===== src/hw/rtl/rmor_pkg.sv =====
package rmor_pkg;

    localparam int RING_BYTES_DEF  = 4096;
    localparam int NUM_CURSORS_DEF = 4;
    localparam int MAX_PULL_DEF    = 64;

    // command queue between front and back, result buffer at the output
    localparam int CQ_DEPTH = 2;
    localparam int CQ_PTR_W = 1;
    localparam int OB_DEPTH = 2;
    localparam int OB_PTR_W = 1;

    localparam logic [2:0] CMD_EMIT  = 3'd0;
    localparam logic [2:0] CMD_SNAP  = 3'd1;
    localparam logic [2:0] CMD_PULL  = 3'd2;
    localparam logic [2:0] CMD_SKIP  = 3'd3;
    localparam logic [2:0] CMD_STATS = 3'd4;

    typedef enum logic [2:0] {
        OP_EMIT,
        OP_SNAP,
        OP_PULL,
        OP_SKIP,
        OP_STATS,
        OP_BADPULL
    } op_t;

    typedef struct packed {
        op_t        op;
        logic [7:0] data;
        logic [1:0] id;
        logic [6:0] maxb;
    } cmd_t;

    typedef struct packed {
        logic valid;
        cmd_t cmd;
    } cq_head_t;

    typedef struct packed {
        logic [7:0]  byte_out;
        logic        byte_valid;
        logic        last_of_run;
        logic [6:0]  taken_count;
        logic [31:0] drops_so_far;
        logic [12:0] used_bytes;
        logic [16:0] ring_capacity;
    } res_t;

    typedef struct packed {
        logic push;
        res_t res;
    } ob_push_t;

    typedef struct packed {
        logic [1:0] level;
        logic       pop;
    } ob_stat_t;

    typedef enum logic [2:0] {
        BK_IDLE,
        BK_LAG,
        BK_CATCH,
        BK_STREAM,
        BK_RESULT
    } bk_state_t;

endpackage


===== src/hw/rtl/rmor_front.sv =====
module rmor_front import rmor_pkg::*; #(
    parameter int NUM_CURSORS = NUM_CURSORS_DEF,
    parameter int MAX_PULL    = MAX_PULL_DEF
) (
    input  logic       aclk,
    input  logic       aresetn,
    input  logic       s_valid,
    output logic       s_ready,
    input  logic [2:0] s_command,
    input  logic [7:0] s_data_byte,
    input  logic [1:0] s_cursor_id,
    input  logic [6:0] s_max_bytes,
    output cq_head_t   cq_head,
    input  logic       cq_pop
);

    cmd_t                cq_mem [CQ_DEPTH];
    logic [CQ_PTR_W-1:0] wr_ptr_reg, wr_ptr_next;
    logic [CQ_PTR_W-1:0] rd_ptr_reg, rd_ptr_next;
    logic [1:0]          level_reg, level_next;

    cmd_t cmd_in;
    logic keep;
    logic id_ok;
    logic push;

    // classify: drop unused codes and snapshot/skip on a missing cursor
    always_comb begin
        id_ok       = int'(s_cursor_id) < NUM_CURSORS;
        cmd_in.data = s_data_byte;
        cmd_in.id   = s_cursor_id;
        cmd_in.maxb = (s_max_bytes > 7'(MAX_PULL)) ? 7'(MAX_PULL) : s_max_bytes;
        cmd_in.op   = OP_EMIT;
        keep        = 1'b0;
        case (s_command)
            CMD_EMIT: begin
                cmd_in.op = OP_EMIT;
                keep      = 1'b1;
            end
            CMD_SNAP: begin
                cmd_in.op = OP_SNAP;
                keep      = id_ok;
            end
            CMD_PULL: begin
                cmd_in.op = id_ok ? OP_PULL : OP_BADPULL;
                keep      = 1'b1;
            end
            CMD_SKIP: begin
                cmd_in.op = OP_SKIP;
                keep      = id_ok;
            end
            CMD_STATS: begin
                cmd_in.op = OP_STATS;
                keep      = 1'b1;
            end
            default: begin
                cmd_in.op = OP_EMIT;
                keep      = 1'b0;
            end
        endcase
    end

    assign s_ready       = (level_reg != 2'(CQ_DEPTH));
    assign push          = s_valid && s_ready && keep;
    assign cq_head.valid = (level_reg != 2'd0);
    assign cq_head.cmd   = cq_mem[rd_ptr_reg];

    always_comb begin
        wr_ptr_next = push ? wr_ptr_reg + 1'b1 : wr_ptr_reg;
        rd_ptr_next = cq_pop ? rd_ptr_reg + 1'b1 : rd_ptr_reg;
        level_next  = level_reg + {1'b0, push} - {1'b0, cq_pop};
    end

    always_ff @(posedge aclk) begin
        if (!aresetn) begin
            wr_ptr_reg <= '0;
            rd_ptr_reg <= '0;
            level_reg  <= '0;
        end else begin
            wr_ptr_reg <= wr_ptr_next;
            rd_ptr_reg <= rd_ptr_next;
            level_reg  <= level_next;
        end
    end

    always_ff @(posedge aclk) begin
        if (push) begin
            cq_mem[wr_ptr_reg] <= cmd_in;
        end
    end

endmodule


===== config.mk =====
export PLATFORM = sky130hd
export DESIGN_NAME = rmor_front
export DESIGN_NICKNAME = d
export VERILOG_FILES = /design/src/hw/rtl/rmor_pkg.sv /design/src/hw/rtl/rmor_front.sv
export SDC_FILE = /design/constraint.sdc
export NUM_CORES = 1
export LEC_CHECK = 0
export ABC_AREA = 0
export BUFFER_PORTS_ARGS = -buffer_cell sky130_fd_sc_hd__buf_2
export CORE_ASPECT_RATIO = 2
export CORE_UTILIZATION = 52
export DETAILED_ROUTE_END_ITERATION = 16
export MAX_ROUTING_LAYER = met4
export PLACE_DENSITY = 0.83
export SETUP_SLACK_MARGIN = 0.05
export SLEW_MARGIN = 10
export SYNTH_ARGS = -nofsm -noshare
export SYNTH_HDL_FRONTEND = slang
export SYNTH_SLANG_ARGS = --single-unit

===== constraint.sdc =====
create_clock -name aclk -period 2.1 [get_ports aclk]
set_input_delay 0.315 -clock aclk [delete_from_list [all_inputs] [get_ports aclk]]
set_output_delay 0.315 -clock aclk [all_outputs]
set_load 0.03 [all_outputs]

==> After elaboration in Yosys (flattened, before gate mapping) <==
Memory sizes are Yosys's and may differ from the RTL's. A register that Yosys moved wholly into a read port is not among the register bits.
Cells that the tools add are included.
{ "totals": {"ramBits": 40, "latchBits": 0, "ff_bits": 4, "n_memories": 1, "rom_bits": 0, "inputBits": 24} }
{ "classes": {"shift": 0, "magnitude_cmp": 1, "mux": 7, "bitwise_logic": 0, "multipliers": 0, "eq_ne": 5, "div": 0, "n_reduce_logical": 5, "n_addsub": 4} }
{ "mem_list": {"columns": ["name", "depth", "word_bits", "rd", "rd_ports_with_merged_regs", "wr", "line", "source"], "rows": [
  ["cq_mem", 2, 20, 1, 1, 1, "rmor_front.sv:17", "cmd_t cq_mem [CQ_DEPTH];"]
]} }
{ "ops": {"columns": ["operator", "count"], "rows": [
  ["3-bit one-hot mux with 4 select lines", 1],
  ["7-bit > comparator, second input constant", 1],
  ["7-bit two-way mux", 1],
  ["3-bit by 2-bit == test with 1-bit output, second input constant", 2],
  ["1-bit two-way mux", 5],
  ["5-bit OR reduction", 1],
  ["3-bit by 1-bit == test with 1-bit output, second input constant", 1],
  ["3-bit == test, second input constant", 1],
  ["3-bit logical NOT", 1],
  ["1-bit adder, second input constant", 2],
  ["2-bit by 1-bit adder with 2-bit output", 1],
  ["1-bit logical AND", 2],
  ["2-bit != test, second input constant", 1],
  ["2-bit nonzero test", 1],
  ["2-bit by 1-bit subtractor with 2-bit output", 1]
]} }

==> Longest topological paths before layout <==
Gate-level depths: netlist of the first run.
{ "logic_depth": {"ltp_word": 6, "depth_mapped": 8, "mapped_depth_nobuf": 8} }

==> Worst setup path before layout of the first run <==
No wires, ideal clock.
{ "synth_path": {"kind": "flip-flop to flip-flop", "from": "register level_reg[0]", "to": "memory cq_mem[0][0] (netlist name) (enable)", "arrival_time_ps": 1688, "path_buffers": 0, "path_stages_with_launch": 4, "period_less_slack_ps": 2084, "slack_ps": 16, "path_cell_list": "dfxtp_1 > nand2b_1 > nand3_2 > nor2_1"} }
{ "synth_via": {"elab_chain_len": 5} }
{ "synth_rtl": {"columns": ["element", "line", "source"], "rows": [
  ["start, declared", "rmor_front.sv:20", "logic [1:0] level_reg, level_next;"],
  ["start signal, assigned", "rmor_front.sv:82", "level_reg <= level_next;"],
  ["2-bit != test", "rmor_front.sv:63", "assign s_ready = (level_reg != 2'(CQ_DEPTH));"],
  ["via s_ready", "rmor_front.sv:8", "output logic s_ready,"],
  ["1-bit logical AND (2 in a row)", "rmor_front.sv:64", "assign push = s_valid && s_ready && keep;"],
  ["1-bit two-way mux", "rmor_front.sv:87", "if (push) begin"],
  ["1-bit two-way mux (implied by the code)", "rmor_front.sv:88", "cq_mem[wr_ptr_reg] <= cmd_in;"],
  ["end, declared", "rmor_front.sv:17", null]
]} }
The timed path passes the listed nets, and every way through them passes these cells.

==> out/summary.md, run 1 <==
The H-tree was split into 2 levels. The run gives 19 as the distinct cell type count of the synthesized netlist. The longest clock path from root to sink contains 2 buffers.

The number of DRC markers in iteration 0 was 20. The run gives 2.63 mm as the total routed wirelength. From left edge to right edge, the die measures 43.9 um.

The worst hold path stage count came out at 1. For the final database, setup skew stands at 0.00862 ns. The run gives 0 as the max-cap check violation count. Setup repair after global routing left no endpoint under its margin.

Counting flops and latches in the post-synthesis netlist gives 45. The clock insertion delay at the later pin of the skew report is 0.29 ns, and the required arrival time at the worst endpoint is 1.78 ns. The critical-path maximum fanout works out to 20.

The number of buffers created by CTS is 5, and the transition time at the pin with the least slew margin is 0.364 ns. The number of nets at the end of the flow is 175, and the routed wire length per instance is 14.4 um. Of the synthesized area, sequential elements account for 71.3%. The initial core utilization was 54.0%. For this run, design rule violations remaining after detail routing come to 0. The worst path needs 1.77 ns of the cycle, external delays included. The number of antenna violations at the first check in global routing came out at 0. The power density relative to cell area was 989 mW/mm^2; the area of the core was 0.00338 sq mm. The iteration count of the initial detailed-routing pass came out at 6.

The start of the worst register-to-register path was level_reg[0]. Entering global routing, the biggest net connects 21 pins. The classification of the worst-slack hold path was in2reg.

The area growth from synthesis to layout is 21.0%. The count of buffers from port buffering is 45. The critical path is of the reg2out type.

Measured along the y axis, the die boundary spans 85.8 um. The worst pin sits at a relative slew slack of 75.7%. The die area was 0.00377 sq mm; the clock sink count was 45. The detailed-route vias per instance works out to 5.19. The number of nets in the synthesized netlist is 123.

Global routing used 15.5% of the available tracks. The logs give 0 for the max-slew violation count and 1.98 mm for the HPWL after detailed placement. Before CTS, the worst setup slack after placement is 0.267 ns. For this run, the number of Yosys warnings is 0. The number of placed instances, taps included, is 174.

The worst setup path is launched from a flop. The fraction of the cycle the final worst path needs was 84.4%. The total count of hold-check failures in the final report was 0. The number of cells on the worst reg-to-reg path is 8. The logs give 0 for the total of endpoints with negative setup slack in the final report and 495 sq um for the multi-input logic area. Across all register-to-register paths, the minimum setup slack is 0.36 ns.

The root buffer cell chosen for the clock tree is sky130_fd_sc_hd__clkbuf_8. The worst setup path is captured at a primary output. At the worst endpoint, the arrival time is 1.46 ns. Setup slack on the critical path of the routed design comes to 0.327 ns. In the synthesized netlist, the number of instances is 97. The count of nets left with antenna violations once routing finished came out at 0.

The floorplan has 30 rows. In this run the count of I/O pins placed on the die edge is 46. After synthesis the cells add up to 0.00183 sq mm. The number of global-route vias before repair came out at 973.

The fraction of final layout cells with drive strength greater than 1 was 52.7%. The routability-driven placement congestion ratio came out at 0.679. The repair_antennas step left the layout with diodes totalling 0.

Summed over all cells, the static leakage comes to 0.902 nW. The number of hold buffers added after CTS was 0. The sequential cells in the finished layout cover a total of 0.00130 sq mm.

The tools report the hold path startpoint as s_data_byte[7]. The number of filler instances in the final layout was 255; the total via count after detailed routing was 944. The completed layout was analyzed and its total power is 2.19 mW. TritonCTS built the clock tree. Post-CTS repair changed the size of 0 cells.

The flip-flop count of the largest register after layout is 40, and the maximum achievable frequency is 564 MHz. The run finished with clean final reports. Cells fill 65.4% of the core in the end. Once the clock tree was built, the setup fixing pass inserted 0 buffers. The first-pass GRT wire length was 4.04 mm; the register clock-pin slew on the reported worst setup and hold paths was 0.08 ns.

Summed over all layers, the global routing overflow is 0. Summed over all failing endpoints, the final setup total negative slack is 0 ns. Maximum resistive drop on vdd: 0.888 mV. Reg-to-reg endpoint: level_reg[1]. The path with the worst hold slack has its endpoint at cq_mem[1][16]. Post-synthesis average cell area: 18.8 sq um. The post-route non-filler standard cell count came out at 182.
[worst max-delay path by stage]
stage                 start           end  slack, ns
2_1_floorplan  level_reg[0]  cq_mem[0][0]       0.02
3_3_place_gp   s_command[1]  level_reg[1]       0.38
3_5_place_dp   s_command[1]  level_reg[1]       0.27
4_1_cts                flop   cq_head[17]       0.30
5_1_grt        level_reg[0]  level_reg[1]       0.20
6_report               flop   cq_head[11]       0.33
[layout make-up]
cell class,instances,area share [%]
Tap cell,32,1.81
Sequential cell,45,58.9
Clock inverter,1,1.36
Timing Repair Buffer,48,11.2
Multi-Input combinational cell,47,22.4
Inverter,2,0.340
Clock buffer,7,3.91
[cells in the final DEF, fill, tap and decap left out]
cell	synthesis	routed
sky130_fd_sc_hd__and2_1	4	4
sky130_fd_sc_hd__buf_2	0	45
sky130_fd_sc_hd__buf_4	0	3
sky130_fd_sc_hd__bufinv_16	0	1
sky130_fd_sc_hd__clkbuf_1	1	1
sky130_fd_sc_hd__clkbuf_8	0	6
sky130_fd_sc_hd__dfxtp_1	5	5
sky130_fd_sc_hd__edfxtp_1	40	40
sky130_fd_sc_hd__ha_1	2	2
sky130_fd_sc_hd__inv_1	2	2
sky130_fd_sc_hd__mux2_4	20	20
sky130_fd_sc_hd__mux2i_1	1	1
sky130_fd_sc_hd__nand2_1	2	2
sky130_fd_sc_hd__nand2b_1	1	1
sky130_fd_sc_hd__nand3_2	1	1
sky130_fd_sc_hd__nor2_2	0	2
sky130_fd_sc_hd__nor2b_1	8	8
sky130_fd_sc_hd__nor3b_1	1	1
sky130_fd_sc_hd__o21ai_2	1	1
sky130_fd_sc_hd__or2_1	1	1
sky130_fd_sc_hd__xnor2_1	2	2
sky130_fd_sc_hd__xor2_1	1	1
[critical path: stages (launching register included)]
cell and delay (ns):
sky130_fd_sc_hd__dfxtp_1 0.31, sky130_fd_sc_hd__buf_4 0.33, sky130_fd_sc_hd__mux2_4 0.34, sky130_fd_sc_hd__buf_2 0.18
[cell usage after synthesis, drive strengths merged]
library cell / instances / share of area [%]
ha: 2 / 1.4
xor2: 1 / 0.48
nand2: 2 / 0.41
edfxtp: 40 / 66
mux2i: 1 / 0.55
nor2b: 8 / 2.7
inv: 2 / 0.41
nor2: 2 / 0.41
o21ai: 1 / 0.48
nand3: 1 / 0.55
clkbuf: 1 / 0.21
and2: 4 / 1.4
or2: 1 / 0.34
xnor2: 2 / 0.96
mux2: 20 / 16
nor3b: 1 / 0.41
dfxtp: 5 / 5.5
nand2b: 1 / 0.34
buf: 2 / 1.2
[routing by layer]
| layer | part of all wire [%] | wire [um] | vias up | GRT usage (%) |
|---|---|---|---|---|
| li1 | - | - | 458 | - |
| met1 | 35 | 926 | 446 | 14.0 |
| met2 | 59 | 1540 | 34 | 28.9 |
| met3 | 4.6 | 122 | 6 | 3.16 |
| met4 | 1.6 | 41 | 0 | 7.44 |
| met5 | 0 | 0 | - | - |
[where the power goes]
group	internal [mW]	leakage (nW)	switching [mW]	total, mW
logic	0.184	0.431	0.267	0.451
registers	1.06	0.413	0.0287	1.09
clock network	0.387	0.0585	0.255	0.643
total	1.63	0.902	0.550	2.19
[through the flow]
stage / cell area (sq um) / hold WS [ns]
global placement: 2090 / 0.469
detailed placement: 2090 / 0.487
global route: 2210 / 0.199
finish: 2210 / 0.211
CTS: 2210 / 0.204
floorplan: 1830 / 0.414
[cells by family (layout without fill, tap and decap cells)]
logic type / Yosys count / count (layout) / share of synthesized area [%]
xor gates and xnor gates: 3 / 3 / 1.44
buffers and inverters: 5 / 58 / 1.85
and+or+nand+nor: 20 / 20 / 6.58
AOI/OAI and AO/OA: 1 / 1 / 0.480
DFF: 45 / 45 / 71.3
adders and majority gates: 2 / 2 / 1.37
muxes: 21 / 21 / 17.0
(Power assumes the default switching activity.)
==> inputs of run 2 (changes only) <==
Settings changed: ABC_AREA 0 to 1, CORE_UTILIZATION 52 to 47, PLACE_DENSITY 0.83 to 0.8.
Clock period 2.1 ns to 1.56 ns, I/O delays scaled along.
==> run 2 against run 1 <==
Sequential cell count did not move. The run now ends with setup timing left. Routed wire length is 25% higher. Worst hold slack got worse by 0.073 ns.
==> out/summary.md, run 2 <==
The clock insertion delay at the later pin of the skew report was 0.29 ns (about the same). The final reports fail on setup timing. The post-synthesis average cell area is 16.4 sq um (-13%).

Number of synthesized flops with an enable pin: 40 (unchanged). The count of buffers from port buffering was 45 (unchanged). Number of cells on the worst reg-to-reg path: 10 (+2).

The routed wire length per instance was 14.8 um (+2.6%); the sum of negative setup slack was -0.0174 ns (-0.0174 ns). In the layout the commonest cells are sky130_fd_sc_hd__edfxtp_1, sky130_fd_sc_hd__buf_2, sky130_fd_sc_hd__mux2_4, sky130_fd_sc_hd__buf_6, sky130_fd_sc_hd__nor2_1. The core utilization of the finished layout came out at 67.3% (+1.9 points). The height of the die was 90.8 um (+5.9%). The fraction of final layout cells with drive strength greater than 1 is 54.4% (+1.7 points), and the global route total overflow is 0 (unchanged). The number of DRC violations after detailed routing was 0 (unchanged); the count of antenna-violating nets left after detailed routing was 0 (unchanged). Number of nets at the end of the flow: 196 (+12%). The maximum achievable frequency was 639 MHz. After layout, the worst path uses 100% of the clock period. The net switching power figure was 723 uW (+31%); the total via count after detailed routing was 1,069 (+13%).

The share of power burned in combinational logic was 23.2% (+2.6 points). The net switching share of the total power is 25.3% (+0.13 points), and the maximum resistive drop on vdd is 0.803 mV (-9.6%). The fraction of registers with async set or reset after synthesis came out at 0% (unchanged). TritonCTS built the clock tree. The maximum number of pins on one net before global-route repair was 21 (unchanged); the HPWL after detailed placement was 2.14 mm (+8.3%). The arrival time at the worst endpoint was 1.33 ns (-0.13 ns); the die boundary width was 46.4 um (+5.7%). The number of buffers created by CTS was 5 (unchanged). The most common cell after layout, fill and taps aside was sky130_fd_sc_hd__edfxtp_1.

The sequential share of the synthesized area was 70.2% (-1.1 points); the register bit count reported by yosys was 45 (unchanged). The run gives 45 (unchanged) as the clock sink count. The max-cap check violation count was 0 (unchanged). The reg-to-reg endpoint was level_reg[1].

The setup slack of the most critical reg-to-reg path was 0.01 ns (-0.35 ns); the critical-path maximum fanout was 5 (-75%). The routability-driven placement congestion ratio came out at 0.685 (+0.87%). Ranked by instance count, the synthesized netlist is headed by sky130_fd_sc_hd__edfxtp_1, sky130_fd_sc_hd__mux2_4, sky130_fd_sc_hd__nor2_1. The post-cts hold buffer count came out at 0 (unchanged). For the die area, the log shows 0.00422 sq mm (+12%). Flip-flop cell with the highest count after synthesis: sky130_fd_sc_hd__edfxtp_1. The register clock-pin slew on the reported worst setup and hold paths is 0.08 ns (about the same).

The tree is rooted in a sky130_fd_sc_hd__clkbuf_8. The area growth from synthesis to layout is 38.0%. The fraction of post-synthesis cell area in the top cell type by area is 64.8% (-1.0 points). The run gives 4.75 mm (+17%) as the first-pass GRT wire length. The all-layer global routing usage is 16.6% (+1.1 points), and the total of endpoints with negative setup slack in the final report is 9 (+9). The worst register-to-register path begins at level_reg[0].

The number of standard cells after synthesis was 113 (+16%); the max-slew violation count was 0 (unchanged). The run gives 3.29 mm (+25%) as the total routed wirelength. The tools report the iteration count of the initial detailed-routing pass as 4 (-2). The tools report the design internal power as 2.13 mW (+30%). The tools report the area of the core as 0.00380 sq mm (+13%). The post-synth net total was 139 (+13%).

Area of the mapped netlist: 0.00185 sq mm (+1.6%). The tools report the initial core utilization as 48.7% (-5.3 points). The distinct cell type count of the synthesized netlist is 16 (-3). The number of antenna violations at the first check in global routing is 0 (unchanged).

The logs give 1.33 ns (-0.45 ns) for the required arrival time at the worst endpoint and 1.06 nW (+17%) for the static leakage. Classification of the worst-slack hold path: in2reg. The most common cell in the synthesized netlist is sky130_fd_sc_hd__edfxtp_1. The tools report the worst slew slack as a fraction of its limit as 78.7% (+2.9 points).

The termination of the worst setup path was cq_head[3]. The transition time at the pin with the least slew margin is 0.319 ns (-0.0447 ns). The run gives 0 (unchanged) as the number of inserted diodes. The run gives 2 (unchanged) as the count of H-tree levels built during CTS.

Ranked by total cell area, the synthesized netlist is headed by sky130_fd_sc_hd__edfxtp_1, sky130_fd_sc_hd__mux2_4, sky130_fd_sc_hd__dfxtp_1, sky130_fd_sc_hd__nor2_1, sky130_fd_sc_hd__inv_1. The detailed-route vias per instance is 4.82 (-7.2%), and the total count of hold-check failures in the final report is 0 (unchanged). The register share of total power came out at 50.7% (+0.7 points). Setup repair after global routing could not meet its margin everywhere.

The slack of the critical path is -0.00412 ns (-0.331 ns). The number of global-route vias before repair was 1,098 (+13%). The sort of element at the end of the critical path was a primary output.

For the portion of total power attributed to the clock network, the log shows 26.1% (-3.3 points). Total number of yosys warnings: 0 (unchanged). The power density relative to cell area came out at 1120 mW/mm^2 (+13%).

The run gives 39 (+95%) as the number of DRC markers in iteration 0. The worst setup path is launched from a flop. The run finished, with violations left. The minimum setup slack after placement was -0.0824 ns (-0.349 ns); the shortest clock period the worst path allows after layout was 1.56 ns. The tools report the number of placement rows as 32 (+6.7%). For the number of top-level pins, the log shows 46 (unchanged).

The final clock skew was 0.0106 ns (+0.00196 ns); the deepest clock path buffer count was 2 (unchanged). The worst setup path is of the reg2out kind. The cell type with the largest total area after synthesis was sky130_fd_sc_hd__edfxtp_1.

Flip-flop count of the largest register after layout: 40 (unchanged).
## run 2: cell count changes after synthesis, sizes merged, moves of 4 or more
cell,change
inv,+8
nor2b,-8
nand2,+7
nor2,+9
a21oi,+4
and2,-4
a21boi,+4
## run 2: layout make-up
cell class,instances,area [sq um]
Clock buffer,7,96.3
Clock inverter,1,5.00
Fill cell,260,1240
Inverter,10,40.0
Multi-Input combinational cell,55,543
Sequential cell,45,1310
Tap cell,51,63.8
Timing Repair Buffer,53,503
## run 2: layer usage
metal	GRT usage (%)	up-vias	routed length, um
li1	-	518	-
met1	14.5	514	1040
met2	31.4	33	2110
met3	3.00	4	108
met4	5.88	0	34
met5	-	-	0
## run 2: worst max-delay path: stages (launching register included)
cell	delay, ns
sky130_fd_sc_hd__dfxtp_4	0.43
sky130_fd_sc_hd__clkbuf_16	0.18
sky130_fd_sc_hd__mux2_4	0.30
sky130_fd_sc_hd__buf_6	0.14
## run 2: cells by family (layout without fill, tap and decap cells)
family | count (synthesis) | after routing | share of synthesized area [%]
AO/OA/AOI/OAI | 9 | 9 | 2.97
flip-flops | 45 | 45 | 70.2
adder cells (fa/ha/maj) | 2 | 2 | 1.35
multiplexers | 20 | 20 | 16.2
AND/OR/NAND/NOR | 23 | 23 | 5.40
XOR/XNOR | 1 | 1 | 0.472
buffers and inverters | 13 | 71 | 3.44
## run 2: how the worst min path moves through the flow
stage,endpoint,startpoint,slack (ns),cells after the start
2_1_floorplan,level_reg[0],aresetn,0.33,2
3_3_place_gp,cq_mem[0][15],s_data_byte[6],0.42,1
3_5_place_dp,cq_mem[1][15],s_data_byte[6],0.43,1
6_report,cq_mem[0][14],s_data_byte[5],0.14,1
5_1_grt,cq_mem[0][14],s_data_byte[5],0.12,1
4_1_cts,cq_mem[1][15],s_data_byte[6],0.13,1
## run 2: power by group through the flow
stage	sequential, mW	combinational (mW)	clock [mW]
after floorplan	1.45	0.374	0
after global placement	1.46	0.508	0
after global routing	1.45	0.697	0.813
after CTS	1.44	0.645	0.761
after detailed placement	1.47	0.529	0
final	1.45	0.661	0.745
## run 2: through the flow
step	hold WS, ns	std cells	instance area (sq um)	total power [mW]
after detailed placement	0.425	210	2220	2.00
after global placement	0.423	210	2220	1.96
after floorplan	0.327	113	1890	1.83
after global routing	0.122	222	2560	2.96
after CTS	0.128	220	2510	2.85
final	0.139	222	2560	2.85
## run 2: timing repair
action,4_1_cts,5_1_grt
hold endpoints to repair,0,0
setup buffers,1,0
gates resized for setup,48,0
pin swaps,7,0
setup endpoints to repair,21,21
gates cloned,1,2
==> inputs of run 3 (changes only) <==
Settings changed: CORE_ASPECT_RATIO 2 to default, CTS_CLUSTER_SIZE from default to 8.
==> run 3 against run 2 <==
The run still ends with setup timing left. First-iteration DRC count unchanged. Critical path depth did not move. Die area down 0.37%. Worst setup slack worse by 0.0040 ns. Count of clock-buffer cells in the layout is 2 lower. Sequential power about the same. Sequential cell count did not move. Sequential share of layout area is 0.93 points lower. Clock power increased by 13%. Worst hold slack worse by 0.0041 ns. Non-clock buffer count up 4. Largest cell class unchanged. Largest power group unchanged.
==> out/summary.md, run 3 (synthesized netlist as in run 2, its figures left out) <==
The arrival time at the worst endpoint is 1.33 ns (about the same), and the routability-driven placement congestion ratio is 0.766 (+12%). The HPWL after detailed placement is 2.13 mm (-0.74%). In this run the critical register-to-register path is captured at level_reg[1].

Count of buffers from port buffering: 45 (unchanged). Net switching share of the total power: 25.4% (+0.093 points). The setup slack of the most critical reg-to-reg path came out at 0 ns (about the same). The logs give 0.00225 sq mm (+1.1%) for the instance area at placement and 39 (unchanged) for the number of DRC markers in iteration 0. Setup repair after global routing could not meet its margin everywhere.

The fraction of the cycle the final worst path needs was 101% (+0.26 points); the number of antenna violations at the first check in global routing was 0 (unchanged). The number of DRC violations after detailed routing came out at 0 (unchanged). The startpoint identified for the worst register-to-register timing path is level_reg[0]. The register clock-pin slew on the reported worst setup and hold paths is 0.08 ns (about the same). The library cell used most frequently in the layout, excluding fill and tap cells, is sky130_fd_sc_hd__edfxtp_1. Classification of the worst-slack hold path: in2reg. Startpoint-to-endpoint class of the critical path: reg2out. For the design internal power, the log shows 2.22 mW (+4.2%). For the required arrival time at the worst endpoint, the log shows 1.33 ns (about the same). For the net switching power figure, the log shows 757 uW (+4.8%). For the number of top-level pins, the log shows 46 (unchanged). The final clock skew came out at 0.0103 ns (-0.000301 ns).

Die boundary width: 64.8 um (+40%). The run gives 638 MHz (-0.26%) as the maximum achievable frequency. The logs give 5.03 mm (+6.0%) for the first-pass GRT wire length and 2 (unchanged) for the deepest clock path buffer count. For the maximum resistive drop on vdd, the log shows 0.670 mV (-17%).

For the portion of total power attributed to the clock network, the log shows 28.4% (+2.3 points). The total of endpoints with negative setup slack in the final report is 11 (+2). The initial core utilization came out at 49.9% (+1.1 points). The number of cells on the worst reg-to-reg path works out to 10 (unchanged). The slack of the critical path was -0.00814 ns (-0.00402 ns).

The clock insertion delay at the later pin of the skew report came out at 0.29 ns (about the same). The tools report the clock root buffer as sky130_fd_sc_hd__clkbuf_8. The total via count after detailed routing is 1,068 (-0.094%), and the routed wire length per instance is 14.6 um (-1.5%). Clock sink count: 45 (unchanged).

The shortest clock period the worst path allows after layout was 1.57 ns (+0.00402 ns); the count of H-tree levels built during CTS was 2 (unchanged). The power density relative to cell area was 1140 mW/mm^2 (+2.3%). TritonCTS built the clock tree.

The detailed-route vias per instance was 4.79 (-0.54%). The tools report the number of buffers created by CTS as 5 (unchanged). Leaving out fill and tap cells, the most frequent cells in the layout are sky130_fd_sc_hd__edfxtp_1, sky130_fd_sc_hd__buf_2, sky130_fd_sc_hd__mux2_4, sky130_fd_sc_hd__buf_6, sky130_fd_sc_hd__nor2_1. The most critical setup path has its endpoint at cq_head[1].

The post-cts hold buffer count was 0 (unchanged); the overall power after layout was 2.98 mW (+4.4%). The count of antenna-violating nets left after detailed routing was 0 (unchanged); the share of power burned in combinational logic was 23.1% (about the same). Static leakage: 1.08 nW (+2.1%).

For the number of nets at the end of the flow, the log shows 200 (+2.0%). The run gives -0.0534 ns (-0.0361 ns) as the sum of negative setup slack. The final reports fail on setup timing. For the max-slew violation count, the log shows 0 (unchanged). The all-layer global routing usage is 17.4% (+0.73 points). The critical-path maximum fanout is 5 (unchanged). The height of the die is 64.8 um (-29%), and the number of placement rows is 22 (-31%). The number of filler instances in the final layout was 242 (-6.9%). The number of global-route vias before repair was 1,126 (+2.6%); the die area was 0.00420 sq mm (-0.37%).

The final cell area excluding filler cells is 0.00261 sq mm (+2.1%). The register share of total power is 48.6% (-2.1 points), and the total count of hold-check failures in the final report is 0 (unchanged). Global route total overflow: 0 (unchanged).

The logs give -0.0614 ns (+0.0211 ns) for the minimum setup slack after placement and 21 (unchanged) for the maximum number of pins on one net before global-route repair. The sort of element at the end of the critical path is a primary output. The number of inserted diodes was 0 (unchanged); the fraction of final layout cells with drive strength greater than 1 was 55.4% (+1.0 points). The max-cap check violation count is 0 (unchanged). The iteration count of the initial detailed-routing pass was 4 (unchanged); the flip-flop count of the largest register after layout was 40 (unchanged). The transition time at the pin with the least slew margin came out at 0.223 ns (-0.0961 ns).

The run finished, with violations left. The relative area change from synthesis to final layout was 40.8%; the total routed wirelength was 3.26 mm (-1.0%). The worst setup path is launched from a flop.

The area of the core was 0.00372 sq mm (-2.3%). The run gives 85.1% (+6.5 points) as the worst slew slack as a fraction of its limit.
## run 3: how the worst min path moves through the flow
stage	startpoint	to	slack, ns	cells past startpoint
2_1_floorplan	aresetn	level_reg[0]	0.33	2
3_3_place_gp	s_data_byte[2]	cq_mem[1][11]	0.43	1
3_5_place_dp	s_cursor_id[0]	cq_mem[0][7]	0.43	1
4_1_cts	s_cursor_id[0]	cq_mem[0][7]	0.12	1
5_1_grt	s_cursor_id[0]	cq_mem[1][7]	0.11	1
6_report	s_cursor_id[0]	cq_mem[1][7]	0.13	1
## run 3: area by class of cell
type / count / area, sq um / share of cell area, %
sequential: 45 / 1310 / 50.2
multi-input combinational: 55 / 546 / 20.9
timing repair buffer: 57 / 546 / 20.9
clock buffer: 5 / 68.8 / 2.64
tap: 48 / 60.1 / 2.30
clock inverter: 3 / 41.3 / 1.58
inverter: 10 / 40.0 / 1.53
## run 3: critical path: stages (launching register included)
cell,delay [ns]
sky130_fd_sc_hd__dfxtp_4,0.43
sky130_fd_sc_hd__clkbuf_16,0.18
sky130_fd_sc_hd__mux2_4,0.30
sky130_fd_sc_hd__buf_6,0.14
## run 3: routing by layer
metal	part of all wire, %	track usage (%)	vias up
li1	-	-	528
met1	41	19.3	507
met2	54	28.5	31
met3	3.8	5.11	2
met4	1.2	8.33	0
met5	0	-	-
## run 3: what timing repair did
item,4_1_cts,5_1_grt
gates resized for setup,45,5
setup endpoints to repair,21,41
setup buffers,1,2
gates cloned,1,2
pin swaps,6,6
## run 3: stage by stage
stage / instances / util, % / hold slack [ns]
after floorplan: 113 / - / 0.327
after global placement: 209 / 60.4 / 0.428
after detailed placement: 209 / 60.4 / 0.426
after CTS: 219 / 68.0 / 0.118
after global routing: 223 / 70.3 / 0.113
final: 223 / 70.3 / 0.135
## run 3: power groups by stage
stage,combinational [mW],sequential (mW),clock (mW)
2_1_floorplan,0.374,1.45,0
3_3_place_gp,0.531,1.46,0
3_5_place_dp,0.549,1.46,0
4_1_cts,0.646,1.44,0.862
5_1_grt,0.735,1.45,0.903
6_report,0.687,1.45,0.845
