===== src/hw/rtl/rmor_pkg.sv =====
package rmor_pkg;

    localparam int RING_BYTES_DEF  = 4096;
    localparam int NUM_CURSORS_DEF = 4;
    localparam int MAX_PULL_DEF    = 64;

    // command queue between front and back, result buffer at the output
    localparam int CQ_DEPTH = 2;
    localparam int CQ_PTR_W = 1;
    localparam int OB_DEPTH = 2;
    localparam int OB_PTR_W = 1;

    localparam logic [2:0] CMD_EMIT  = 3'd0;
    localparam logic [2:0] CMD_SNAP  = 3'd1;
    localparam logic [2:0] CMD_PULL  = 3'd2;
    localparam logic [2:0] CMD_SKIP  = 3'd3;
    localparam logic [2:0] CMD_STATS = 3'd4;

    typedef enum logic [2:0] {
        OP_EMIT,
        OP_SNAP,
        OP_PULL,
        OP_SKIP,
        OP_STATS,
        OP_BADPULL
    } op_t;

    typedef struct packed {
        op_t        op;
        logic [7:0] data;
        logic [1:0] id;
        logic [6:0] maxb;
    } cmd_t;

    typedef struct packed {
        logic valid;
        cmd_t cmd;
    } cq_head_t;

    typedef struct packed {
        logic [7:0]  byte_out;
        logic        byte_valid;
        logic        last_of_run;
        logic [6:0]  taken_count;
        logic [31:0] drops_so_far;
        logic [12:0] used_bytes;
        logic [16:0] ring_capacity;
    } res_t;

    typedef struct packed {
        logic push;
        res_t res;
    } ob_push_t;

    typedef struct packed {
        logic [1:0] level;
        logic       pop;
    } ob_stat_t;

    typedef enum logic [2:0] {
        BK_IDLE,
        BK_LAG,
        BK_CATCH,
        BK_STREAM,
        BK_RESULT
    } bk_state_t;

endpackage


===== src/hw/rtl/rmor_obuf.sv =====
module rmor_obuf import rmor_pkg::*; (
    input  logic     aclk,
    input  logic     aresetn,
    input  ob_push_t ob_push,
    output ob_stat_t ob_stat,
    output logic     m_valid,
    input  logic     m_ready,
    output res_t     m_res
);

    res_t                ob_mem [OB_DEPTH];
    logic [OB_PTR_W-1:0] wr_ptr_reg;
    logic [OB_PTR_W-1:0] rd_ptr_reg;
    logic [1:0]          level_reg, level_next;
    logic                pop;

    assign m_valid       = (level_reg != 2'd0);
    assign m_res         = ob_mem[rd_ptr_reg];
    assign pop           = m_valid && m_ready;
    assign ob_stat.level = level_reg;
    assign ob_stat.pop   = pop;
    assign level_next    = level_reg + {1'b0, ob_push.push} - {1'b0, pop};

    always_ff @(posedge aclk) begin
        if (!aresetn) begin
            wr_ptr_reg <= '0;
            rd_ptr_reg <= '0;
            level_reg  <= '0;
        end else begin
            level_reg <= level_next;
            if (ob_push.push) begin
                wr_ptr_reg <= wr_ptr_reg + 1'b1;
            end
            if (pop) begin
                rd_ptr_reg <= rd_ptr_reg + 1'b1;
            end
        end
    end

    always_ff @(posedge aclk) begin
        if (ob_push.push) begin
            ob_mem[wr_ptr_reg] <= ob_push.res;
        end
    end

endmodule


===== config.mk =====
export PLATFORM = sky130hd
export DESIGN_NAME = rmor_obuf
export DESIGN_NICKNAME = d
export VERILOG_FILES = /design/src/hw/rtl/rmor_pkg.sv /design/src/hw/rtl/rmor_obuf.sv
export SDC_FILE = /design/constraint.sdc
export NUM_CORES = 1
export LEC_CHECK = 0
export ABC_AREA = 1
export BUFFER_PORTS_ARGS = -buffer_cell sky130_fd_sc_hd__buf_2
export CORE_MARGIN = 2
export CORE_UTILIZATION = 45
export CTS_CLUSTER_DIAMETER = 60
export CTS_CLUSTER_SIZE = 30
export DETAILED_ROUTE_END_ITERATION = 6
export PLACE_DENSITY_LB_ADDON = 0.2
export SETUP_SLACK_MARGIN = 0.02
export SLEW_MARGIN = 15
export SYNTH_ARGS = -nofsm -noshare
export SYNTH_HDL_FRONTEND = slang
export SYNTH_SLANG_ARGS = --single-unit

===== constraint.sdc =====
create_clock -name aclk -period 5.7 [get_ports aclk]
set_input_delay 0.855 -clock aclk [delete_from_list [all_inputs] [get_ports aclk]]
set_output_delay 0.855 -clock aclk [all_outputs]
set_load 0.005 [all_outputs]

After elaboration in Yosys (flattened, before gate mapping)
Memories as Yosys holds them, arrays and structs flattened. A register that Yosys moved wholly into a read port is not among the register bits.
Index checks and enable logic that the tools add are counted.
{"block": "classes", "addsub": 4, "n_mux": 4, "reduce_logical": 2}
{"operator": "1-bit 2-to-1 mux", "n": 4}
{"operator": "1-bit adder (second input constant)", "n": 2}
{"operator": "2-bit by 1-bit adder with 2-bit output", "n": 1}
{"operator": "2-bit nonzero test", "n": 1}
{"operator": "2-bit by 1-bit subtractor with 2-bit output", "n": 1}
{"operator": "1-bit logical AND", "n": 1}
{"block": "totals", "ff_bits": 4, "mem_bits_rw": 158, "output_inout_bits": 83, "elab_cells": 14, "mem_count": 1}
{"name": "ob_mem", "depth": 2, "word_bits": 79, "read_ports": 1, "rd_ports_with_merged_regs": 1, "wr": 1, "line": "rmor_obuf.sv:11", "source": "res_t ob_mem [OB_DEPTH];"}

Logic depth before layout (Yosys ltp)
Gate-level depths: netlist of the first run.
{"block": "depth", "word_depth": 4, "depth_mapped": 10}

Worst setup path before layout of the first run
OpenSTA, ideal clock, no wires.
{"block": "synth_path", "path_kind": "input to register", "startpoint": "input port ob_push[79] in the netlist's numbering", "endpoint": "memory ob_mem[0][0] in the netlist's numbering (enable)", "setup_time_ns": 0.519, "t_arrival_ns": 4.205, "setup_slack_ns": 0.976, "cell_stages": 2, "path_buffers": 0, "cell_sequence": "inv_1 -> nor2_1"}
{"block": "synth_between", "elab_chain_cells": 2}
{"item": "start: declaration", "line": "rmor_obuf.sv:4", "source": "input ob_push_t ob_push,"}
{"item": "1-bit 2-to-1 mux", "line": "rmor_obuf.sv:41", "source": "if (ob_push.push) begin"}
{"item": "1-bit 2-to-1 mux (implied by the code)", "line": "rmor_obuf.sv:42", "source": "ob_mem[wr_ptr_reg] <= ob_push.res;"}
{"item": "end: declaration", "line": "rmor_obuf.sv:11"}
No other way between the ends.

==> tab_implementation.tex, run 1 <==
\begin{tabular}{lr}
\hline
Metric & Value \\
\hline
\multicolumn{2}{l}{\textbf{Flow run}} \\
\quad Reported max-cap violation count & 0 \\
\multicolumn{2}{l}{\textbf{STA}} \\
\quad Max-Slew Margin vs Limit & 26.1\% \\
\quad Final setup viols & 0 \\
\quad Slew @ Worst Pin & 1.11 ns \\
\quad Crit share post-route & 51.9\% \\
\quad Worst Slack Setup Final & 2.74 ns \\
\quad Unrepaired setup endpoints after global routing & no \\
\quad Maximum clock skew at final layout & 0.00524 ns \\
\quad Final hold vios & 0 \\
\quad Max Freq & 338 MHz \\
\quad Clock period minus worst slack & 2.96 ns \\
\quad Total Negative Setup Slacks & 0 ns \\
\quad Count of final max-slew check failures & 0 \\
\multicolumn{2}{l}{\textbf{Route}} \\
\quad Avg WL per Cell & 15.4 um \\
\quad Residual DRC count & 0 \\
\quad Post-DR vias/cell & 4.68 \\
\quad Total number of vias & 3,030 \\
\quad Violation count after the first detailed-routing iteration & 198 \\
\quad Routed wire length & 10000 um \\
\quad Routed Antenna Nets & 0 \\
\quad Number of detailed-route iterations in the first pass & 6 \\
\multicolumn{2}{l}{\textbf{Die}} \\
\quad I/O pin count & 166 \\
\quad Starting density of the core & 45.7\% \\
\quad Area of the die & 0.0142 mm\^{}2 \\
\quad Die Y-Extent & 119 um \\
\quad Area of the core & 0.0131 mm\^{}2 \\
\quad DIE WIDTH & 119 um \\
\quad Std-Cell Rows & 42 \\
\multicolumn{2}{l}{\textbf{Setup path}} \\
\quad Setup crit start kind & register \\
\quad Worst EP arrival & 2.11 ns \\
\quad Category of the critical setup timing path & reg -> out \\
\quad Register-to-register setup slack & 3.90 ns \\
\quad Launching point of the worst reg2reg path & wr\_ptr\_reg \\
\quad Capture point of the worst reg-to-reg path & ob\_mem[1][23] \\
\quad Worst Path Required & 4.85 ns \\
\quad Depth of the worst register-to-register path & 3 \\
\quad Critical Path End Type & output port \\
\quad Top fanout value on the critical path & 79 \\
\multicolumn{2}{l}{\textbf{CTS}} \\
\quad Buffer type at the clock tree root & sky130\_fd\_sc\_hd\_\_clkbuf\_16 \\
\quad Cts repair resizes & 0 \\
\quad Number of H-tree levels & 4 \\
\quad Number of buffers inserted during clock tree synthesis & 17 \\
\quad Post-CTS Setup Repair Bufs & 0 \\
\quad Source-to-sink clock delay at the later pin of the worst-skew pair & 0.41 ns \\
\quad Clock slew at reported path FFs & 0.06 ns \\
\quad Hold buffers post-CTS & 0 \\
\quad Clk buf depth & 2 \\
\quad Sinks on the clock net & 163 \\
\quad Clock tree from TritonCTS & done \\
\multicolumn{2}{l}{\textbf{Power}} \\
\quad Pwr per Cell Area & 403 mW/mm\^{}2 \\
\quad Leak Pwr & 2.90 nW \\
\quad Sum of internal, switching and leakage power & 3.06 mW \\
\quad Highest ir drop seen on vdd & 0.000336 V \\
\multicolumn{2}{l}{\textbf{Finish}} \\
\quad Number of filler instances in the final layout & 1,032 \\
\quad Flip-flop count of the largest register, all copies and words added & 158 \\
\quad Register area & 0.00485 mm\^{}2 \\
\quad Area added between synthesis and finish & 26.7\% \\
\quad Final core utilization & 57.9\% \\
\quad Number of antenna diodes & 0 \\
\quad Ratio of cells with drive above 1 in the final layout & 58.8\% \\
\quad Layout net count & 544 \\
\quad Area of combinational cells with multiple inputs & 0.00104 mm\^{}2 \\
\multicolumn{2}{l}{\textbf{Logic synthesis}} \\
\quad Xor and xnor fraction of the mapped netlist area & 0\% \\
\quad Post-synthesis net count & 368 \\
\quad Area share of the largest cell type after synthesis & 79.3\% \\
\quad Top flip-flop cell by instance count after synthesis & sky130\_fd\_sc\_hd\_\_edfxtp\_1 \\
\quad Combinational family with the most area after synthesis & multiplexers \\
\quad Mapped Avg Cell Area & 21.1 um\^{}2 \\
\quad Fraction of synthesis flops using an asynchronous set or reset pin & 0\% \\
\quad Number of flops mapped to enable cells by yosys & 158 \\
\quad Synth cell count leaders & sky130\_fd\_sc\_hd\_\_edfxtp\_1, sky130\_fd\_sc\_hd\_\_mux2\_2, sky130\_fd\_sc\_hd\_\_mux2\_4 \\
\quad Post-Synth Adder-Cell Area & 0.418\% \\
\quad Register area share after synthesis & 81.0\% \\
\quad Mux contribution to synthesized area & 15.5\% \\
\quad Area of the mapped netlist & 0.00598 mm\^{}2 \\
\quad Library cell occupying the most area in the post-synthesis netlist & sky130\_fd\_sc\_hd\_\_edfxtp\_1 \\
\quad Total of warnings raised by yosys & 0 \\
\quad Leading post-synthesis cells by cell area & sky130\_fd\_sc\_hd\_\_edfxtp\_1, sky130\_fd\_sc\_hd\_\_mux2\_2, sky130\_fd\_sc\_hd\_\_mux2\_4 \\
\quad Number of flip-flops and latches in the synthesized netlist & 163 \\
\quad Count of distinct cell types in the synthesized netlist & 13 \\
\quad Area share of and/or/nand/nor cells after synthesis & 1.23\% \\
\quad Compound-gate portion of the synthesized area & 0.0837\% \\
\quad Instance count of the mapped netlist & 283 \\
\quad Cell with the most instances after synthesis & sky130\_fd\_sc\_hd\_\_edfxtp\_1 \\
\multicolumn{2}{l}{\textbf{Global route}} \\
\quad Combined global-route utilization of all metal layers & 14.4\% \\
\quad Number of antenna violations at the first check in global routing & 0 \\
\quad Largest net degree at the start of global routing & 80 \\
\quad Number of global-route vias before repair & 3,147 \\
\quad Residual overflow from global routing & 0 \\
\quad Wire length of the first global-routing pass & 15,300 um \\
\multicolumn{2}{l}{\textbf{Min path}} \\
\quad Startpoint of the lowest-slack hold path & rd\_ptr\_reg \\
\quad Hold Path Stages & 2 \\
\quad Class of the tightest hold or removal check & reg -> reg \\
\quad Endpoint of the worst hold-timing path & rd\_ptr\_reg \\
\multicolumn{2}{l}{\textbf{Status}} \\
\quad Outcome & finished clean \\
\multicolumn{2}{l}{\textbf{Placed design}} \\
\quad HPWL after DPL & 6190 um \\
\quad Post-placement worst setup slack & 3.13 ns \\
\quad Placer congestion estimate & 0.742 \\
\quad Count of buffers from port buffering & 165 \\
\hline
\end{tabular}
-- cell families (layout without fill, tap and decap cells) --
group | after synthesis | in the layout
DFF | 163 | 163
muxes | 79 | 79
and+or+nand+nor | 19 | 19
buffers and inverters | 19 | 207
adders and majority gates | 2 | 2
AOI/OAI and AO/OA | 1 | 1
-- how the worst max path moves through the flow --
stage / to / cells after the start
after floorplan: ob_mem[0][0] / 2
after global placement: m_res[75] / 2
after detailed placement: m_res[20] / 2
after CTS: m_res[20] / 2
after global routing: m_res[43] / 2
final: m_res[75] / 2
-- cell type report --
| class | instances | area share [%] |
|---|---|---|
| well taps | 176 | 2.91 |
| flip-flops and latches | 163 | 64.0 |
| multi-input cells | 101 | 13.7 |
| repair buffers | 167 | 11.1 |
| clock inverters | 12 | 2.16 |
| inverters | 9 | 0.462 |
| clock buffers | 19 | 5.71 |
-- worst max-delay path: stages (launching register included) --
cell and delay [ns]:
sky130_fd_sc_hd__dfxtp_4 1.07, sky130_fd_sc_hd__mux2_2 0.43, sky130_fd_sc_hd__buf_2 0.13
-- power by group --
part | internal (mW) | leakage [nW] | total (mW) | switching (mW)
registers | 1.40 | 1.53 | 1.48 | 0.0868
logic | 0.270 | 1.09 | 0.435 | 0.165
clock network | 0.724 | 0.290 | 1.14 | 0.414
-- cells in the final DEF (no fill, tap or decap), drive strengths merged --
master    Yosys  routed
dfxtp         5       5
edfxtp      158     158
bufinv        0       4
ha            2       2
clkinvlp      0       2
nand2         8       8
inv           9       8
nand3         2       2
buf          10     167
nor2          9       9
clkbuf        0      19
mux2         79      79
a21oi         1       1
clkinv        0       7
-- layer usage --
layer | GRT usage (%) | share of wire, % | vias up
met5 | 0 | 0 | -
met4 | 6.99 | 1.8 | 0
met3 | 5.41 | 6.7 | 15
met2 | 23.4 | 49 | 99
met1 | 16.8 | 42 | 1470
li1 | - | - | 1446
-- per-stage QoR --
step                hold WS [ns]  cell area (um^2)  cells
CTS                        0.511              7580    647
detailed placement         0.484              6980    616
global placement           0.487              6980    616
global route               0.562              7580    647
finish                     0.507              7580    647
floorplan                  0.467              5980    283
Note: power is estimated with default switching activity, not from simulation.
==> run 2: changes to the inputs <==
==> constraint.sdc (replaced) <==
create_clock -name aclk -period 2.35 [get_ports aclk]
set_input_delay 0.3525 -clock aclk [delete_from_list [all_inputs] [get_ports aclk]]
set_output_delay 0.3525 -clock aclk [all_outputs]
set_load 0.005 [all_outputs]
==> run 2 against run 1 <==
Net effect: final cell count is 0.77% higher; clock power increased by 140%; count of clock-buffer cells in the layout up 4; global-route usage up 0.57 points; core utilization is 0.51 points higher; clock skew grew 0.0029 ns; die area unchanged; sequential share of layout area down 0.55 points.
==> tab_implementation.tex, run 2 (synthesis gave the netlist of run 1 again) <==
\begin{tabular}{lr}
\hline
Metric & Value \\
\hline
\multicolumn{2}{l}{\textbf{STA}} \\
\quad Crit share post-route & 83.0\% \\
\quad Unrepaired setup endpoints after global routing & no \\
\quad Count of final max-slew check failures & 0 (unchanged) \\
\quad Final setup viols & 0 (unchanged) \\
\quad Maximum clock skew at final layout & 0.00812 ns (+0.00288 ns) \\
\quad Max Freq & 513 MHz \\
\quad Slew @ Worst Pin & 0.622 ns (-0.487 ns) \\
\quad Worst Slack Setup Final & 0.401 ns (-2.34 ns) \\
\quad Max-Slew Margin vs Limit & 58.5\% (+32 points) \\
\quad Final worst hold slack & 0.121 ns (-0.385 ns) \\
\quad Total Negative Setup Slacks & 0 ns (unchanged) \\
\quad Clock period minus worst slack & 1.95 ns \\
\quad Final hold vios & 0 (unchanged) \\
\multicolumn{2}{l}{\textbf{Setup path}} \\
\quad Critical Path End Type & output port \\
\quad Worst EP arrival & 1.60 ns (-0.51 ns) \\
\quad Top fanout value on the critical path & 49 (-38\%) \\
\quad Worst-path cell with the longest stage delay & sky130\_fd\_sc\_hd\_\_mux2\_2 \\
\quad Setup crit start kind & register \\
\quad Family with the most delay on the worst path & buffers and inverters \\
\quad Depth of the worst register-to-register path & 3 (unchanged) \\
\quad Capture point of the worst reg-to-reg path & ob\_mem[1][60] \\
\quad Register-to-register setup slack & 0.85 ns (-3.05 ns) \\
\quad Worst path bufs/invs & 2 (+1) \\
\quad Launching point of the worst reg2reg path & wr\_ptr\_reg \\
\quad Category of the critical setup timing path & reg -> out \\
\quad Worst Path Required & 2.00 ns (-2.85 ns) \\
\quad Worst stage delay on the critical path & 0.38 ns (-0.69 ns) \\
\quad Series of cell instances along the critical path & buf\_12, mux2\_2, buf\_2 \\
\multicolumn{2}{l}{\textbf{CTS}} \\
\quad Number of buffers inserted during clock tree synthesis & 17 (unchanged) \\
\quad Cts repair resizes & 0 (unchanged) \\
\quad Clock slew at reported path FFs & 0.06 ns (about the same) \\
\quad Number of H-tree levels & 4 (unchanged) \\
\quad Clock tree from TritonCTS & done \\
\quad Buffer type at the clock tree root & sky130\_fd\_sc\_hd\_\_clkbuf\_16 \\
\quad Post-CTS Setup Repair Bufs & 0 (unchanged) \\
\quad Clk buf depth & 2 (unchanged) \\
\quad Hold buffers post-CTS & 0 (unchanged) \\
\quad Source-to-sink clock delay at the later pin of the worst-skew pair & 0.42 ns (about the same) \\
\quad Sinks on the clock net & 163 (unchanged) \\
\multicolumn{2}{l}{\textbf{Placed design}} \\
\quad Placer congestion estimate & 0.744 (+0.23\%) \\
\quad HPWL after DPL & 6720 um (+8.4\%) \\
\quad Number of cells after detailed placement & 620 (+0.65\%) \\
\quad Post-placement worst setup slack & 0.772 ns (-2.36 ns) \\
\quad Count of buffers from port buffering & 165 (unchanged) \\
\multicolumn{2}{l}{\textbf{Global route}} \\
\quad Number of global-route vias before repair & 3,182 (+1.1\%) \\
\quad Largest net degree at the start of global routing & 50 (-38\%) \\
\quad Residual overflow from global routing & 0 (unchanged) \\
\quad Wire length of the first global-routing pass & 15,700 um (+2.5\%) \\
\quad Number of antenna violations at the first check in global routing & 1 (+1) \\
\quad Combined global-route utilization of all metal layers & 14.9\% (+0.57 points) \\
\multicolumn{2}{l}{\textbf{Finish}} \\
\quad Non-filler cells in the finished layout & 652 (+0.77\%) \\
\quad Number of antenna diodes & 0 (unchanged) \\
\quad Flip-flop count of the largest register, all copies and words added & 158 (unchanged) \\
\quad Area of combinational cells with multiple inputs & 0.00104 mm\^{}2 (unchanged) \\
\quad Most common cell after layout, fill and taps aside & sky130\_fd\_sc\_hd\_\_buf\_2 \\
\quad Layout net count & 548 (+0.74\%) \\
\quad Leading cell types in the layout, fill and taps excluded & sky130\_fd\_sc\_hd\_\_buf\_2, sky130\_fd\_sc\_hd\_\_edfxtp\_1, sky130\_fd\_sc\_hd\_\_mux2\_2 \\
\quad Area added between synthesis and finish & 27.8\% \\
\quad Ratio of cells with drive above 1 in the final layout & 59.2\% (+0.43 points) \\
\quad Register area & 0.00485 mm\^{}2 (unchanged) \\
\quad Number of filler instances in the final layout & 998 (-3.3\%) \\
\multicolumn{2}{l}{\textbf{Route}} \\
\quad Routed wire length & 10,500 um (+5.3\%) \\
\quad Residual DRC count & 0 (unchanged) \\
\quad Avg WL per Cell & 16.1 um (+4.5\%) \\
\quad Routed Antenna Nets & 0 (unchanged) \\
\quad Number of detailed-route iterations in the first pass & 4 (-2) \\
\quad Post-DR vias/cell & 4.73 (+0.97\%) \\
\quad Violation count after the first detailed-routing iteration & 158 (-20\%) \\
\quad Total number of vias & 3,083 (+1.7\%) \\
\multicolumn{2}{l}{\textbf{Power}} \\
\quad Leak Pwr & 2.92 nW (+0.71\%) \\
\quad Share of total power in sequential cells & 45.9\% (-2.6 points) \\
\quad Clk pwr share & 37.1\% (about the same) \\
\quad Logic pwr share & 17.1\% (+2.9 points) \\
\quad Highest ir drop seen on vdd & 0.000591 V (+76\%) \\
\quad Pwr per Cell Area & 980 mW/mm\^{}2 (+140\%) \\
\quad Sum of internal, switching and leakage power & 7.50 mW (+150\%) \\
\quad Internal power component & 5.83 mW (+140\%) \\
\quad Net switching fraction of the power & 22.3\% (+0.51 points) \\
\quad Net Switching & 1.67 mW (+150\%) \\
\multicolumn{2}{l}{\textbf{Min path}} \\
\quad Startpoint of the lowest-slack hold path & ob\_push[0] \\
\quad Endpoint of the worst hold-timing path & ob\_mem[0][0] \\
\quad Class of the tightest hold or removal check & in -> reg \\
\quad Hold Path Stages & 1 (-1) \\
\multicolumn{2}{l}{\textbf{Die}} \\
\quad Std-Cell Rows & 42 (unchanged) \\
\quad Die Y-Extent & 119 um (unchanged) \\
\quad DIE WIDTH & 119 um (unchanged) \\
\quad Starting density of the core & 45.7\% (unchanged) \\
\quad Area of the core & 0.0131 mm\^{}2 (unchanged) \\
\quad I/O pin count & 166 (unchanged) \\
\quad Area of the die & 0.0142 mm\^{}2 (unchanged) \\
\multicolumn{2}{l}{\textbf{Flow run}} \\
\quad Reported max-cap violation count & 0 (unchanged) \\
\multicolumn{2}{l}{\textbf{Status}} \\
\quad Outcome & finished clean \\
\hline
\end{tabular}
run 2: cell types whose count changed in the layout (fill, tap and decap cells not counted), sizes merged:
| cell | before | now |
|---|---|---|
| buf | 167 | 171 |
| bufinv | 4 | 3 |
| clkinvlp | 2 | 4 |
| clkbuf | 19 | 23 |
| clkinv | 7 | 3 |
run 2: final cells by class:
type	count	share of cell area [%]
Multi-Input combinational cell	101	13.6
Timing Repair Buffer	171	11.7
Sequential cell	163	63.4
Tap cell	176	2.88
Clock buffer	23	6.25
Clock inverter	9	1.67
Inverter	9	0.491
run 2: worst max path at each step:
stage | end | from | slack (ns) | depth (start not counted)
after floorplan | ob_mem[1][0] | ob_push[79] | 0.35 | 2
after global placement | ob_mem[1][17] | ob_push[79] | 0.80 | 4
after detailed placement | level_reg[1] | m_ready | 0.77 | 11
after CTS | m_res[31] | register | 0.37 | 3
after global routing | m_res[72] | register | 0.34 | 3
final | m_res[76] | register | 0.40 | 3
run 2: power by group through the flow:
stage / logic [mW] / clock network, mW / registers (mW)
4_1_cts: 1.31 / 2.83 / 3.44
3_3_place_gp: 1.28 / 0 / 3.49
2_1_floorplan: 0.793 / 0 / 3.48
3_5_place_dp: 1.30 / 0 / 3.50
6_report: 1.28 / 2.78 / 3.44
5_1_grt: 1.40 / 2.94 / 3.45
run 2: routing by layer:
metal | track usage [%] | vias up | part of all wire [%]
met1 | 17.2 | 1489 | 41
met2 | 24.0 | 109 | 49
met4 | 8.85 | 2 | 3.4
met3 | 5.46 | 29 | 7.1
met5 | 0 | - | 0.11
li1 | - | 1454 | -
run 2: through the flow:
step	instance area, um^2	utilization, %
4_1_cts	7650	58.4
3_5_place_dp	7040	53.8
2_1_floorplan	5990	-
5_1_grt	7650	58.4
6_report	7650	58.4
3_3_place_gp	7040	53.8
run 2: worst reg2reg max path, stage by stage, from the launching register on:
cell	delay, ns
sky130_fd_sc_hd__dfxtp_1	0.40
sky130_fd_sc_hd__nand2_1	0.13
sky130_fd_sc_hd__clkinvlp_4	0.09
sky130_fd_sc_hd__buf_4	0.47
==> run 3: changes to the inputs <==
==> constraint.sdc (replaced) <==
create_clock -name aclk -period 1.85 [get_ports aclk]
set_input_delay 0.2775 -clock aclk [delete_from_list [all_inputs] [get_ports aclk]]
set_output_delay 0.2775 -clock aclk [all_outputs]
set_load 0.005 [all_outputs]
==> run 3 against run 2 <==
Net effect: hold slack worse by 0.084 ns; sequential power up 27%; register-to-register slack worse by 0.53 ns; critical path depth up 1; critical path type unchanged; critical endpoint is now m_res[71]; highest routed layer is now met4.
==> tab_implementation.tex, run 3 (synthesis gave the netlist of run 1 again) <==
\begin{tabular}{lr}
\hline
Metric & Value \\
\hline
\multicolumn{2}{l}{\textbf{Status}} \\
\quad Outcome & finished clean \\
\multicolumn{2}{l}{\textbf{STA}} \\
\quad Slew @ Worst Pin & 0.402 ns (-0.220 ns) \\
\quad Max Freq & 547 MHz \\
\quad Max-Slew Margin vs Limit & 73.2\% (+15 points) \\
\quad Clock period minus worst slack & 1.83 ns \\
\quad Final hold vios & 0 (unchanged) \\
\quad Maximum clock skew at final layout & 0.00603 ns (-0.00209 ns) \\
\quad Unrepaired setup endpoints after global routing & yes \\
\quad Final setup viols & 0 (unchanged) \\
\quad Total Negative Setup Slacks & 0 ns (unchanged) \\
\quad Crit share post-route & 98.7\% \\
\quad Count of final max-slew check failures & 0 (unchanged) \\
\multicolumn{2}{l}{\textbf{Min path}} \\
\quad Class of the tightest hold or removal check & in -> reg \\
\multicolumn{2}{l}{\textbf{Finish}} \\
\quad Most common cell after layout, fill and taps aside & sky130\_fd\_sc\_hd\_\_edfxtp\_1 \\
\quad Leading cell types in the layout, fill and taps excluded & sky130\_fd\_sc\_hd\_\_edfxtp\_1, sky130\_fd\_sc\_hd\_\_buf\_2, sky130\_fd\_sc\_hd\_\_mux2\_4 \\
\quad Ratio of cells with drive above 1 in the final layout & 61.4\% (+2.2 points) \\
\quad Layout net count & 559 (+2.0\%) \\
\quad Flip-flop count of the largest register, all copies and words added & 158 (unchanged) \\
\quad Final core utilization & 63.4\% (+5.0 points) \\
\quad Area added between synthesis and finish & 38.7\% \\
\quad Number of antenna diodes & 0 (unchanged) \\
\multicolumn{2}{l}{\textbf{Die}} \\
\quad DIE WIDTH & 119 um (unchanged) \\
\quad I/O pin count & 166 (unchanged) \\
\quad Starting density of the core & 45.7\% (unchanged) \\
\quad Die Y-Extent & 119 um (unchanged) \\
\quad Std-Cell Rows & 42 (unchanged) \\
\quad Area of the core & 0.0131 mm\^{}2 (unchanged) \\
\quad Area of the die & 0.0142 mm\^{}2 (unchanged) \\
\multicolumn{2}{l}{\textbf{Setup path}} \\
\quad Family with the most delay on the worst path & buffers and inverters \\
\quad Category of the critical setup timing path & reg -> out \\
\quad Worst path bufs/invs & 3 (+1) \\
\quad Worst-path cell with the longest stage delay & sky130\_fd\_sc\_hd\_\_dfxtp\_4 \\
\quad Critical Path End Type & output port \\
\quad Worst EP arrival & 1.55 ns (-0.05 ns) \\
\quad Worst stage delay on the critical path & 0.37 ns (about the same) \\
\quad Worst Path Required & 1.57 ns (-0.43 ns) \\
\quad Setup crit start kind & register \\
\quad Top fanout value on the critical path & 8 (-84\%) \\
\quad Series of cell instances along the critical path & buf\_12, clkbuf\_16, mux2\_4, buf\_6 \\
\multicolumn{2}{l}{\textbf{Route}} \\
\quad Routed Antenna Nets & 0 (unchanged) \\
\quad Post-DR vias/cell & 4.88 (+3.2\%) \\
\quad Routed wire length & 11,500 um (+9.5\%) \\
\quad Violation count after the first detailed-routing iteration & 176 (+11\%) \\
\quad Avg WL per Cell & 17.4 um (+7.6\%) \\
\quad Residual DRC count & 0 (unchanged) \\
\quad Number of detailed-route iterations in the first pass & 4 (unchanged) \\
\quad Total number of vias & 3,236 (+5.0\%) \\
\multicolumn{2}{l}{\textbf{Power}} \\
\quad Net switching fraction of the power & 23.2\% (+0.91 points) \\
\quad Pwr per Cell Area & 1260 mW/mm\^{}2 (+28\%) \\
\quad Internal power component & 8.02 mW (+38\%) \\
\quad Highest ir drop seen on vdd & 0.000715 V (+21\%) \\
\quad Share of total power in sequential cells & 41.9\% (-4.0 points) \\
\quad Net Switching & 2.42 mW (+45\%) \\
\quad Logic pwr share & 22.9\% (+5.8 points) \\
\quad Leak Pwr & 3.25 nW (+11\%) \\
\quad Clk pwr share & 35.1\% (-2.0 points) \\
\quad Sum of internal, switching and leakage power & 10.4 mW (+39\%) \\
\multicolumn{2}{l}{\textbf{Placed design}} \\
\quad Placer congestion estimate & 0.716 (-3.8\%) \\
\quad Count of buffers from port buffering & 165 (unchanged) \\
\quad HPWL after DPL & 6660 um (-0.80\%) \\
\multicolumn{2}{l}{\textbf{CTS}} \\
\quad Sinks on the clock net & 163 (unchanged) \\
\quad Number of buffers inserted during clock tree synthesis & 17 (unchanged) \\
\quad Clock slew at reported path FFs & 0.06 ns (about the same) \\
\quad Number of H-tree levels & 4 (unchanged) \\
\quad Clock tree from TritonCTS & done \\
\quad Source-to-sink clock delay at the later pin of the worst-skew pair & 0.42 ns (about the same) \\
\quad Clk buf depth & 2 (unchanged) \\
\quad Buffer type at the clock tree root & sky130\_fd\_sc\_hd\_\_clkbuf\_16 \\
\multicolumn{2}{l}{\textbf{Global route}} \\
\quad Number of global-route vias before repair & 3,287 (+3.3\%) \\
\quad Largest net degree at the start of global routing & 53 (+6.0\%) \\
\quad Number of antenna violations at the first check in global routing & 0 (-1) \\
\quad Combined global-route utilization of all metal layers & 15.0\% (+0.025 points) \\
\quad Residual overflow from global routing & 0 (unchanged) \\
\quad Wire length of the first global-routing pass & 15,700 um (+0.13\%) \\
\multicolumn{2}{l}{\textbf{Flow run}} \\
\quad Reported max-cap violation count & 0 (unchanged) \\
\hline
\end{tabular}
## run 3: changes by cell type in the layout (fill, tap and decap cells not counted), moves of 2 or more
cell,delta
sky130_fd_sc_hd__clkinvlp_4,+3
sky130_fd_sc_hd__clkinv_2,-2
sky130_fd_sc_hd__buf_12,+6
sky130_fd_sc_hd__mux2_4,+39
sky130_fd_sc_hd__clkbuf_8,-3
sky130_fd_sc_hd__clkbuf_16,+5
sky130_fd_sc_hd__buf_4,-2
sky130_fd_sc_hd__buf_6,+36
sky130_fd_sc_hd__buf_2,-35
sky130_fd_sc_hd__clkbuf_1,-3
sky130_fd_sc_hd__inv_6,+3
sky130_fd_sc_hd__mux2_2,-39
## run 3: layer usage
metal / GRT usage [%] / vias up / routed length, um / part of all wire [%]
li1: - / 1486 / - / -
met1: 17.3 / 1598 / 4820 / 42
met2: 24.7 / 127 / 5700 / 49
met3: 5.56 / 25 / 718 / 6.2
met4: 7.07 / 0 / 285 / 2.5
met5: 0 / - / 0 / 0
## run 3: path summary, 6_finish.rpt
check,slack [ns],end,from,cells past startpoint
max,0.02,m_res[71],register,4
min,0.04,ob_mem[0][69],ob_push[69],1
max reg2reg,0.32,level_reg[1],level_reg[1],10
min reg2reg,0.51,wr_ptr_reg,wr_ptr_reg,2
## run 3: final cells by class
type	count	area, um^2
sequential	163	4850
fill	941	4790
timing repair buffer	182	1370
multi-input combinational	101	1190
clock buffer	17	425
tap	176	220
clock inverter	15	205
inverter	9	37.5
## run 3: power by group through the flow
stage               clock network, mW  logic [mW]  registers, mW
global route                     3.89        2.56           4.39
floorplan                           0        1.01           4.42
global placement                    0        1.58           4.47
CTS                              3.74        1.68           4.38
finish                           3.67        2.39           4.38
detailed placement                  0        1.61           4.49
## run 3: metrics by stage
step	hold WS, ns	instances	worst slack, ns	cell area, um^2
after floorplan	0.371	283	-0.0947	6000
after global placement	0.465	620	0.304	7070
after detailed placement	0.469	620	0.288	7070
after CTS	0.0191	654	-0.00504	7720
after global routing	0.0228	663	-0.0230	8300
final	0.0375	663	0.0233	8300
## run 3: worst register-to-register path: stages (launching register included)
cell and delay, ns:
sky130_fd_sc_hd__dfxtp_1 0.39, sky130_fd_sc_hd__nor2_1 0.06, sky130_fd_sc_hd__nor2_1 0.19, sky130_fd_sc_hd__ha_1 0.27
sky130_fd_sc_hd__inv_1 0.06, sky130_fd_sc_hd__ha_1 0.15, sky130_fd_sc_hd__inv_1 0.04, sky130_fd_sc_hd__nand2_1 0.07
sky130_fd_sc_hd__nand3_1 0.08, sky130_fd_sc_hd__nand2_1 0.06, sky130_fd_sc_hd__nor2_1 0.04
## run 3: repair_timing
action / 4_1_cts / 5_1_grt
hold buffers: 0 / 0
buffers inserted: 2 / 2
gates resized for setup: 2 / 82
setup endpoints to repair: 64 / 70
gates cloned: 0 / 7
